<file path="config.mk">
export PLATFORM = sky130hd
export DESIGN_NAME = adc_sample_frame_packer_top
export DESIGN_NICKNAME = d
export VERILOG_FILES = /design/src/sv/asfp_pkg.sv /design/src/sv/adc_sample_frame_packer_top.sv /design/src/sv/asfp_fifo.sv /design/src/sv/asfp_front.sv /design/src/sv/asfp_back.sv
export SDC_FILE = /design/constraint.sdc
export NUM_CORES = 1
export LEC_CHECK = 0
export CELL_PAD_IN_SITES_DETAIL_PLACEMENT = 0
export CELL_PAD_IN_SITES_GLOBAL_PLACEMENT = 2
export CORE_MARGIN = 4
export CORE_UTILIZATION = 44
export CTS_BUF_LIST = sky130_fd_sc_hd__clkbuf_16
export DETAILED_ROUTE_END_ITERATION = 6
export DONT_BUFFER_PORTS = 1
export GPL_TIMING_DRIVEN = 0
export PLACE_DENSITY = 0.78
export SETUP_SLACK_MARGIN = 0.02
export SLEW_MARGIN = 20
export SYNTH_ARGS = -nofsm -noshare
export SYNTH_HDL_FRONTEND = slang
export SYNTH_HIERARCHICAL = 1
export SYNTH_SLANG_ARGS = --single-unit
</file>
<file path="constraint.sdc">
create_clock -name clock -period 4.8 [get_ports clock]
set_clock_uncertainty 0.15 [all_clocks]
set_input_delay 0.72 -clock clock [delete_from_list [all_inputs] [get_ports clock]]
set_output_delay 0.72 -clock clock [all_outputs]
set_load 0.05 [all_outputs]
</file>
<file path="src/sv/asfp_pkg.sv">
// Shared types and constants of the converter sample frame packer.
package asfp_pkg;

   localparam logic [15:0] HDR_HE = 16'h6568;
   localparam logic [15:0] HDR_AD = 16'h6461;
   localparam logic [15:0] HDR_TA = 16'h6174;
   localparam logic [15:0] HDR_IL = 16'h6C69;

   localparam logic [15:0] FRAME_LENGTH_RESET = 16'd500;
   localparam logic [15:0] RATE_FIELD_RESET   = 16'd2000;
   localparam logic [9:0]  MID_LEVEL_RESET    = 10'd512;

   typedef enum logic [1:0] {
      REG_FRAME_LENGTH = 2'd0,
      REG_RATE_FIELD   = 2'd1,
      REG_MID_LEVEL    = 2'd2,
      REG_UNUSED       = 2'd3
   } reg_index_type;

   typedef enum logic [3:0] {
      SLOT_HE      = 4'd0,
      SLOT_AD      = 4'd1,
      SLOT_ID_LO   = 4'd2,
      SLOT_ID_HI   = 4'd3,
      SLOT_LENGTH  = 4'd4,
      SLOT_RATE    = 4'd5,
      SLOT_TA      = 4'd6,
      SLOT_IL      = 4'd7,
      SLOT_SAMPLE  = 4'd8
   } slot_type;

   typedef struct packed {
      logic        start;
      logic        frame_end;
      logic [15:0] sample;
      logic [31:0] packet_id;
      logic [15:0] frame_length;
      logic [15:0] rate_field;
   } cmd_type;

endpackage

</file>
<file path="src/sv/adc_sample_frame_packer_top.sv">
// Top level of the converter sample frame packer.
//
// The req_ channel takes one converter word per transaction; only bits 9..0 are used and the
// configured mid level is subtracted to give a signed 16-bit sample. The rsp_ channel gives
// 16-bit packet words with frame_start on the first header word and frame_end on the last
// sample of a frame. A frame opens with eight header words sent just ahead of its first sample.
// The csr_ channel writes frame_length (0), rate_field (1) and mid_level (2); it is always ready
// and should be written only while the block is idle.
// A transaction enters a two-entry command queue in the cycle it is accepted; the back part
// registers its words in its output word register. A sample inside a frame gives one word,
// a sample that opens a frame gives nine, so the output word rate is one per cycle while
// the receiver is ready, and the input rate is set by the header expansion in the back part.
// Reset clears the counters, sets packet id to zero (the first frame carries id 1) and loads
// the register defaults. When the receiver stalls the output word holds, the queue fills and
// req_ready falls.
module adc_sample_frame_packer_top (
   input  logic        clock,
   input  logic        reset,
   input  logic        csr_valid,
   output logic        csr_ready,
   input  logic [1:0]  csr_index,
   input  logic [15:0] csr_data,
   input  logic        req_valid,
   output logic        req_ready,
   input  logic [15:0] req_raw_sample,
   output logic        rsp_valid,
   input  logic        rsp_ready,
   output logic [15:0] rsp_word,
   output logic        rsp_frame_end,
   output logic        rsp_frame_start
);

   logic              push;
   logic              pop;
   logic              queue_full;
   logic              queue_empty;
   asfp_pkg::cmd_type push_data;
   asfp_pkg::cmd_type head;

   asfp_front u_front (
      .clock          (clock),
      .reset          (reset),
      .csr_valid      (csr_valid),
      .csr_ready      (csr_ready),
      .csr_index      (csr_index),
      .csr_data       (csr_data),
      .req_valid      (req_valid),
      .req_ready      (req_ready),
      .req_raw_sample (req_raw_sample),
      .queue_full     (queue_full),
      .push           (push),
      .push_data      (push_data)
   );

   asfp_fifo u_fifo (
      .clock     (clock),
      .reset     (reset),
      .push      (push),
      .push_data (push_data),
      .full      (queue_full),
      .pop       (pop),
      .empty     (queue_empty),
      .head      (head)
   );

   asfp_back u_back (
      .clock           (clock),
      .reset           (reset),
      .queue_empty     (queue_empty),
      .head            (head),
      .pop             (pop),
      .rsp_valid       (rsp_valid),
      .rsp_ready       (rsp_ready),
      .rsp_word        (rsp_word),
      .rsp_frame_end   (rsp_frame_end),
      .rsp_frame_start (rsp_frame_start)
   );

endmodule

</file>
<file path="src/sv/asfp_fifo.sv">
// Two-entry command queue between the front and back parts of the packer.
module asfp_fifo (
   input  logic              clock,
   input  logic              reset,
   input  logic              push,
   input  asfp_pkg::cmd_type push_data,
   output logic              full,
   input  logic              pop,
   output logic              empty,
   output asfp_pkg::cmd_type head
);

   asfp_pkg::cmd_type mem_ff [2];
   logic              wr_ptr_ff, wr_ptr_in;
   logic              rd_ptr_ff, rd_ptr_in;
   logic [1:0]        count_ff, count_in;
   logic              do_push, do_pop;

   assign full    = (count_ff == 2'd2);
   assign empty   = (count_ff == 2'd0);
   assign head    = mem_ff[rd_ptr_ff];
   assign do_push = push && !full;
   assign do_pop  = pop && !empty;

   always_comb begin
      wr_ptr_in = do_push ? ~wr_ptr_ff : wr_ptr_ff;
      rd_ptr_in = do_pop ? ~rd_ptr_ff : rd_ptr_ff;
      count_in  = count_ff;
      if (do_push && !do_pop) begin
         count_in = count_ff + 2'd1;
      end else if (do_pop && !do_push) begin
         count_in = count_ff - 2'd1;
      end
   end

   always_ff @(posedge clock) begin
      if (reset) begin
         wr_ptr_ff <= 1'b0;
         rd_ptr_ff <= 1'b0;
         count_ff  <= 2'd0;
      end else begin
         wr_ptr_ff <= wr_ptr_in;
         rd_ptr_ff <= rd_ptr_in;
         count_ff  <= count_in;
      end
   end

   always_ff @(posedge clock) begin
      if (do_push) begin
         mem_ff[wr_ptr_ff] <= push_data;
      end
   end

endmodule

</file>
<file path="src/sv/asfp_front.sv">
// Front part: configuration registers, sample conversion and frame classification.
module asfp_front (
   input  logic              clock,
   input  logic              reset,
   input  logic              csr_valid,
   output logic              csr_ready,
   input  logic [1:0]        csr_index,
   input  logic [15:0]       csr_data,
   input  logic              req_valid,
   output logic              req_ready,
   input  logic [15:0]       req_raw_sample,
   input  logic              queue_full,
   output logic              push,
   output asfp_pkg::cmd_type push_data
);

   logic [15:0] frame_length_ff, frame_length_in;
   logic [15:0] rate_field_ff, rate_field_in;
   logic [9:0]  mid_level_ff, mid_level_in;
   logic [15:0] sample_count_ff, sample_count_in;
   logic [31:0] packet_id_ff, packet_id_in;
   logic        csr_write;
   logic        start;
   logic [16:0] next_count;
   logic        frame_end;
   logic [31:0] id_next;

   assign csr_ready = 1'b1;
   assign csr_write = csr_valid && csr_ready;
   assign req_ready = !queue_full;
   assign push      = req_valid && req_ready;

   assign start      = (sample_count_ff == 16'd0);
   assign id_next    = packet_id_ff + 32'd1;
   assign next_count = {1'b0, sample_count_ff} + 17'd1;
   assign frame_end  = (next_count >= {1'b0, frame_length_ff});

   always_comb begin
      push_data.start        = start;
      push_data.frame_end    = frame_end;
      push_data.sample       = {6'd0, req_raw_sample[9:0]} - {6'd0, mid_level_ff};
      push_data.packet_id    = id_next;
      push_data.frame_length = frame_length_ff;
      push_data.rate_field   = rate_field_ff;
   end

   always_comb begin
      frame_length_in = frame_length_ff;
      rate_field_in   = rate_field_ff;
      mid_level_in    = mid_level_ff;
      if (csr_write) begin
         case (asfp_pkg::reg_index_type'(csr_index))
            asfp_pkg::REG_FRAME_LENGTH: frame_length_in = csr_data;
            asfp_pkg::REG_RATE_FIELD:   rate_field_in   = csr_data;
            asfp_pkg::REG_MID_LEVEL:    mid_level_in    = csr_data[9:0];
            default: begin
            end
         endcase
      end
   end

   always_comb begin
      sample_count_in = sample_count_ff;
      packet_id_in    = packet_id_ff;
      if (push) begin
         sample_count_in = frame_end ? 16'd0 : next_count[15:0];
         if (start) begin
            packet_id_in = id_next;
         end
      end
   end

   always_ff @(posedge clock) begin
      if (reset) begin
         frame_length_ff <= asfp_pkg::FRAME_LENGTH_RESET;
         rate_field_ff   <= asfp_pkg::RATE_FIELD_RESET;
         mid_level_ff    <= asfp_pkg::MID_LEVEL_RESET;
         sample_count_ff <= 16'd0;
         packet_id_ff    <= 32'd0;
      end else begin
         frame_length_ff <= frame_length_in;
         rate_field_ff   <= rate_field_in;
         mid_level_ff    <= mid_level_in;
         sample_count_ff <= sample_count_in;
         packet_id_ff    <= packet_id_in;
      end
   end

endmodule

</file>
<file path="src/sv/asfp_back.sv">
// Back part: expands queued commands into header and sample words on the result channel.
module asfp_back (
   input  logic              clock,
   input  logic              reset,
   input  logic              queue_empty,
   input  asfp_pkg::cmd_type head,
   output logic              pop,
   output logic              rsp_valid,
   input  logic              rsp_ready,
   output logic [15:0]       rsp_word,
   output logic              rsp_frame_end,
   output logic              rsp_frame_start
);

   logic                rsp_valid_ff, rsp_valid_in;
   logic [15:0]         word_ff, word_in;
   logic                frame_end_ff, frame_end_in;
   logic                frame_start_ff, frame_start_in;
   logic [3:0]          slot_ff, slot_in;
   logic                load;
   asfp_pkg::slot_type  sel;
   logic [15:0]         sel_word;

   assign load = !rsp_valid_ff || rsp_ready;
   assign sel  = head.start ? asfp_pkg::slot_type'(slot_ff) : asfp_pkg::SLOT_SAMPLE;
   assign pop  = load && !queue_empty && (sel == asfp_pkg::SLOT_SAMPLE);

   always_comb begin
      case (sel)
         asfp_pkg::SLOT_HE:     sel_word = asfp_pkg::HDR_HE;
         asfp_pkg::SLOT_AD:     sel_word = asfp_pkg::HDR_AD;
         asfp_pkg::SLOT_ID_LO:  sel_word = head.packet_id[15:0];
         asfp_pkg::SLOT_ID_HI:  sel_word = head.packet_id[31:16];
         asfp_pkg::SLOT_LENGTH: sel_word = head.frame_length;
         asfp_pkg::SLOT_RATE:   sel_word = head.rate_field;
         asfp_pkg::SLOT_TA:     sel_word = asfp_pkg::HDR_TA;
         asfp_pkg::SLOT_IL:     sel_word = asfp_pkg::HDR_IL;
         default:               sel_word = head.sample;
      endcase
   end

   always_comb begin
      rsp_valid_in   = rsp_valid_ff;
      word_in        = word_ff;
      frame_end_in   = frame_end_ff;
      frame_start_in = frame_start_ff;
      slot_in        = slot_ff;
      if (load) begin
         rsp_valid_in = !queue_empty;
         if (!queue_empty) begin
            word_in        = sel_word;
            frame_start_in = head.start && (sel == asfp_pkg::SLOT_HE);
            frame_end_in   = head.frame_end && (sel == asfp_pkg::SLOT_SAMPLE);
            slot_in        = (sel == asfp_pkg::SLOT_SAMPLE) ? 4'd0 : slot_ff + 4'd1;
         end
      end
   end

   always_ff @(posedge clock) begin
      if (reset) begin
         rsp_valid_ff <= 1'b0;
         slot_ff      <= 4'd0;
      end else begin
         rsp_valid_ff <= rsp_valid_in;
         slot_ff      <= slot_in;
      end
   end

   always_ff @(posedge clock) begin
      word_ff        <= word_in;
      frame_end_ff   <= frame_end_in;
      frame_start_ff <= frame_start_in;
   end

   assign rsp_valid       = rsp_valid_ff;
   assign rsp_word        = word_ff;
   assign rsp_frame_end   = frame_end_ff;
   assign rsp_frame_start = frame_start_ff;

`ifndef SYNTHESIS
   a_slot_range: assert property (@(posedge clock) disable iff (reset)
      slot_ff <= 4'd8)
      else $error("Word slot counter out of range.");

   a_start_is_head: assert property (@(posedge clock) disable iff (reset)
      rsp_valid_ff && frame_start_ff |-> word_ff == asfp_pkg::HDR_HE && !frame_end_ff)
      else $error("Frame start flag is not on a header opening word.");

   a_header_runs: assert property (@(posedge clock) disable iff (reset)
      slot_ff != 4'd0 |-> !queue_empty && head.start)
      else $error("Header expansion lost its command.");
`endif

endmodule

</file>
==> load_flow_metrics.sql <==
INSERT INTO impl_metrics (metric_group, metric, value, unit) VALUES
('synth', 'synth_largest_area_cell', 'edfxtp_1', ''),
('layout', 'n_fill_cell', '2604', ''),
('synth', 'synthesis.nets', '1176', ''),
('layout', 'area_occupied_by_multi_input_gates', '4950', 'um2'),
('floorplanning', 'io-pin-count', '60', ''),
('detailed_routing', 'drt_pass1_iterations', '5', ''),
('synth', 'yosys_warnings', '6', ''),
('setup_path', 'timing.critical_path.to_type', 'flip-flop', ''),
('placed_design', 'gp_congestion', '0.882', ''),
('synth', 'postSynth.asyncResetShare', '0', '%'),
('synth', 'synth.avg_cell_area', '11.8', 'um2'),
('layout', 'area.growth.synth_to_final', '12.1', '%'),
('cts', 'cts_tree', 'done', ''),
('cts', 'post_cts.repair.setup_buffers', '0', ''),
('floorplanning', 'die_area', '32300', 'um2'),
('setup_path', 'reg2reg_setup_slack', '750', 'ps'),
('global_route', 'first_global_vias', '8062', ''),
('layout', 'final_layout_size_suffix_gt1_share', '18.1', '%'),
('floorplanning', 'initial_core_util', '44.9', '%'),
('setup_path', 'timing.critical_path.required', '4880', 'ps'),
('detailed_routing', 'first_iter_violations', '540', ''),
('synth', 'synth-edff-count', '182', ''),
('detailed_routing', 'vias_per_cell', '5.35', ''),
('synth', 'synth_area', '13000', 'um2'),
('timing', 'post-route-min-period', '4050', 'ps'),
('detailed_routing', 'detailroute.via_count', '8281', ''),
('synth', 'synth.ff_latch_count', '282', ''),
('timing', 'finalMaxSlewViolations', '0', ''),
('synth', 'netlist_top_cells_area', 'edfxtp_1, dfxtp_1, mux2_2, xnor2_1, ha_1', ''),
('cts', 'h-tree-depth', '1', ''),
('pwr', 'ir_worst_vdd', '260', 'uV'),
('global_route', 'grt_max_degree', '48', ''),
('floorplanning', 'die_h', '180', 'um'),
('placed_design', 'buffer_ports.inserted', '0', ''),
('timing', 'finalSetupViolations', '0', ''),
('detailed_routing', 'finalWirelength', '31700', 'um'),
('detailed_routing', 'drc', '0', ''),
('timing', 'timing.slew.headroom', '41.0', '%'),
('cts', 'clk_latency', '560', 'ps'),
('setup_path', 'timing.critical_path.buf_inv', '6', ''),
('setup_path', 'path_common_cell', 'inv_1', ''),
('synth', 'synthDominantCellAreaShare', '42.1', '%'),
('cts', 'cts.sinks', '282', ''),
('hold_path', 'hold_path_class', 'primary input to flip-flop', ''),
('global_route', 'globalRoute.totalOverflow', '0', ''),
('timing', 'timing.setup.tns', '0', 'ps'),
('timing', 'rsz0062_at_grt', 'false', ''),
('synth', 'synth_most_common_cell', 'edfxtp_1', ''),
('synth', 'yosys-top-cells-count', 'edfxtp_1, nand2_1, dfxtp_1', ''),
('setup_path', 'worstSetupPathType', 'flip-flop to flip-flop', ''),
('setup_path', 'critPathArrivalTime', '4130', 'ps'),
('synth', 'yosys_most_used_dff', 'edfxtp_1', ''),
('floorplanning', 'die_w', '180', 'um'),
('layout', 'final_nets', '1210', ''),
('status', 'run_status', 'completed', ''),
('floorplanning', 'row_count', '62', ''),
('setup_path', 'critical_path_peak_fanout', '47', ''),
('timing', 'worst_hold_slack', '77.8', 'ps'),
('setup_path', 'timing.critical_path.cells', 'nor2b_2 > inv_1 > nand2_1 > inv_1 > clkbuf_1 > inv_1 > or3_1 > inv_4 > buf_12', ''),
('detailed_routing', 'avgRoutedWirePerCell', '20.5', 'um'),
('pwr', 'total_leakage_power', '5.12', 'nW'),
('floorplanning', 'core_region_area', '28900', 'um2'),
('setup_path', 'critPathSlowestCell', 'clkbuf_1', ''),
('synth', 'yosysUniqueCellTypes', '73', ''),
('setup_path', 'critical-path-top-delay-family', 'buffers and inverters', ''),
('synth', 'sequential_area_share_after_synthesis', '57.5', '%'),
('layout', 'final_cell_area', '14600', 'um2'),
('synth', 'netlist_instances', '1105', ''),
('timing', 'period_utilisation_layout', '84.4', '%'),
('placed_design', 'cell_count_after_placement', '1491', ''),
('timing', 'fmax', '247', 'MHz');
==> final cells by class <==
class | instances | area share [%]
repair buffers | 2 | 0.275
flip-flops and latches | 282 | 51.3
clock inverters | 26 | 2.05
multi-input cells | 708 | 34.0
well taps | 384 | 3.30
plain buffers | 61 | 2.49
diodes | 1 | 0.0172
clock buffers | 30 | 5.16
inverters | 54 | 1.41
==> placed cells by master, fill, tap and decap left out, types with 14 or more instances in the layout <==
cell,count
a21oi_1,61
buf_4,20
clkbuf_1,20
clkbuf_16,30
dfxtp_1,100
edfxtp_1,182
ha_1,31
inv_1,54
mux2_2,82
nand2_1,103
nand3_1,36
nor2_1,99
nor2b_1,14
nor3_2,17
o21ai_0,19
xnor2_1,52
xor2_1,28
==> routing by layer <==
layer,wire (um),share of wire (%),track usage [%],vias up
met3,1450,4.6,3.46,38
li1,-,-,-,4025
met5,0,0,0,-
met2,14800,47,31.1,179
met4,533,1.7,3.60,0
met1,15000,47,27.6,4039
==> through the flow <==
stage	setup WS (ps)	power (mW)	utilization (%)
2_1_floorplan	677	4.33	-
3_3_place_gp	-1390	4.79	46.5
3_5_place_dp	727	4.79	46.7
4_1_cts	694	7.24	50.3
5_1_grt	508	7.47	50.3
6_report	747	7.17	50.3
==> where the power goes <==
group,internal (mW),switching [mW],total (mW)
sequential,3.05,0.351,3.40
combinational,0.459,0.880,1.34
clock,1.46,0.961,2.43
==> path summary, 6_finish.rpt <==
path / from / endpoint / depth (start not counted)
worst max-delay path: u_fifo/count_ff[1]$_SDFFE_PP0P_ / u_fifo/mem_ff[0][12]$_DFFE_PP_ / 9
worst max register to register: u_fifo/count_ff[1]$_SDFFE_PP0P_ / u_fifo/mem_ff[0][12]$_DFFE_PP_ / 9
worst min-delay path: reset / u_fifo/wr_ptr_ff$_SDFFE_PP0P_ / 1
worst min register to register: u_front/rate_field_ff[10]$_SDFFE_PP1P_ / u_fifo/mem_ff[0][10]$_DFFE_PP_ / 0
==> cells by family (layout without fill, tap and decap cells) <==
logic type      Yosys count  count (layout)  share of synthesized area, %
xor+xnor                 80              80                          5.40
simple gates            346             346                          13.8
flops                   282             282                          57.5
fa+ha+maj                32              32                          3.14
compound gates          157             157                          7.86
mux                      92              92                          7.88
other cells               1               2                        0.0289
buf+inv                 115             173                          4.36
==> registers in the layout, indices dropped and copies added (netlist names), 2 cells and up, named ones only <==
| signal | cells |
|---|---|
| u_back/slot_ff | 4 |
| u_fifo/mem_ff | 164 |
| u_front/frame_length_ff | 16 |
| u_front/sample_count_ff | 16 |
| u_front/mid_level_ff | 10 |
| u_front/rate_field_ff | 16 |
| u_front/packet_id_ff | 32 |
| u_fifo/count_ff | 2 |
| u_back/rsp_word | 16 |
Note: power is estimated with default switching activity, not from simulation.
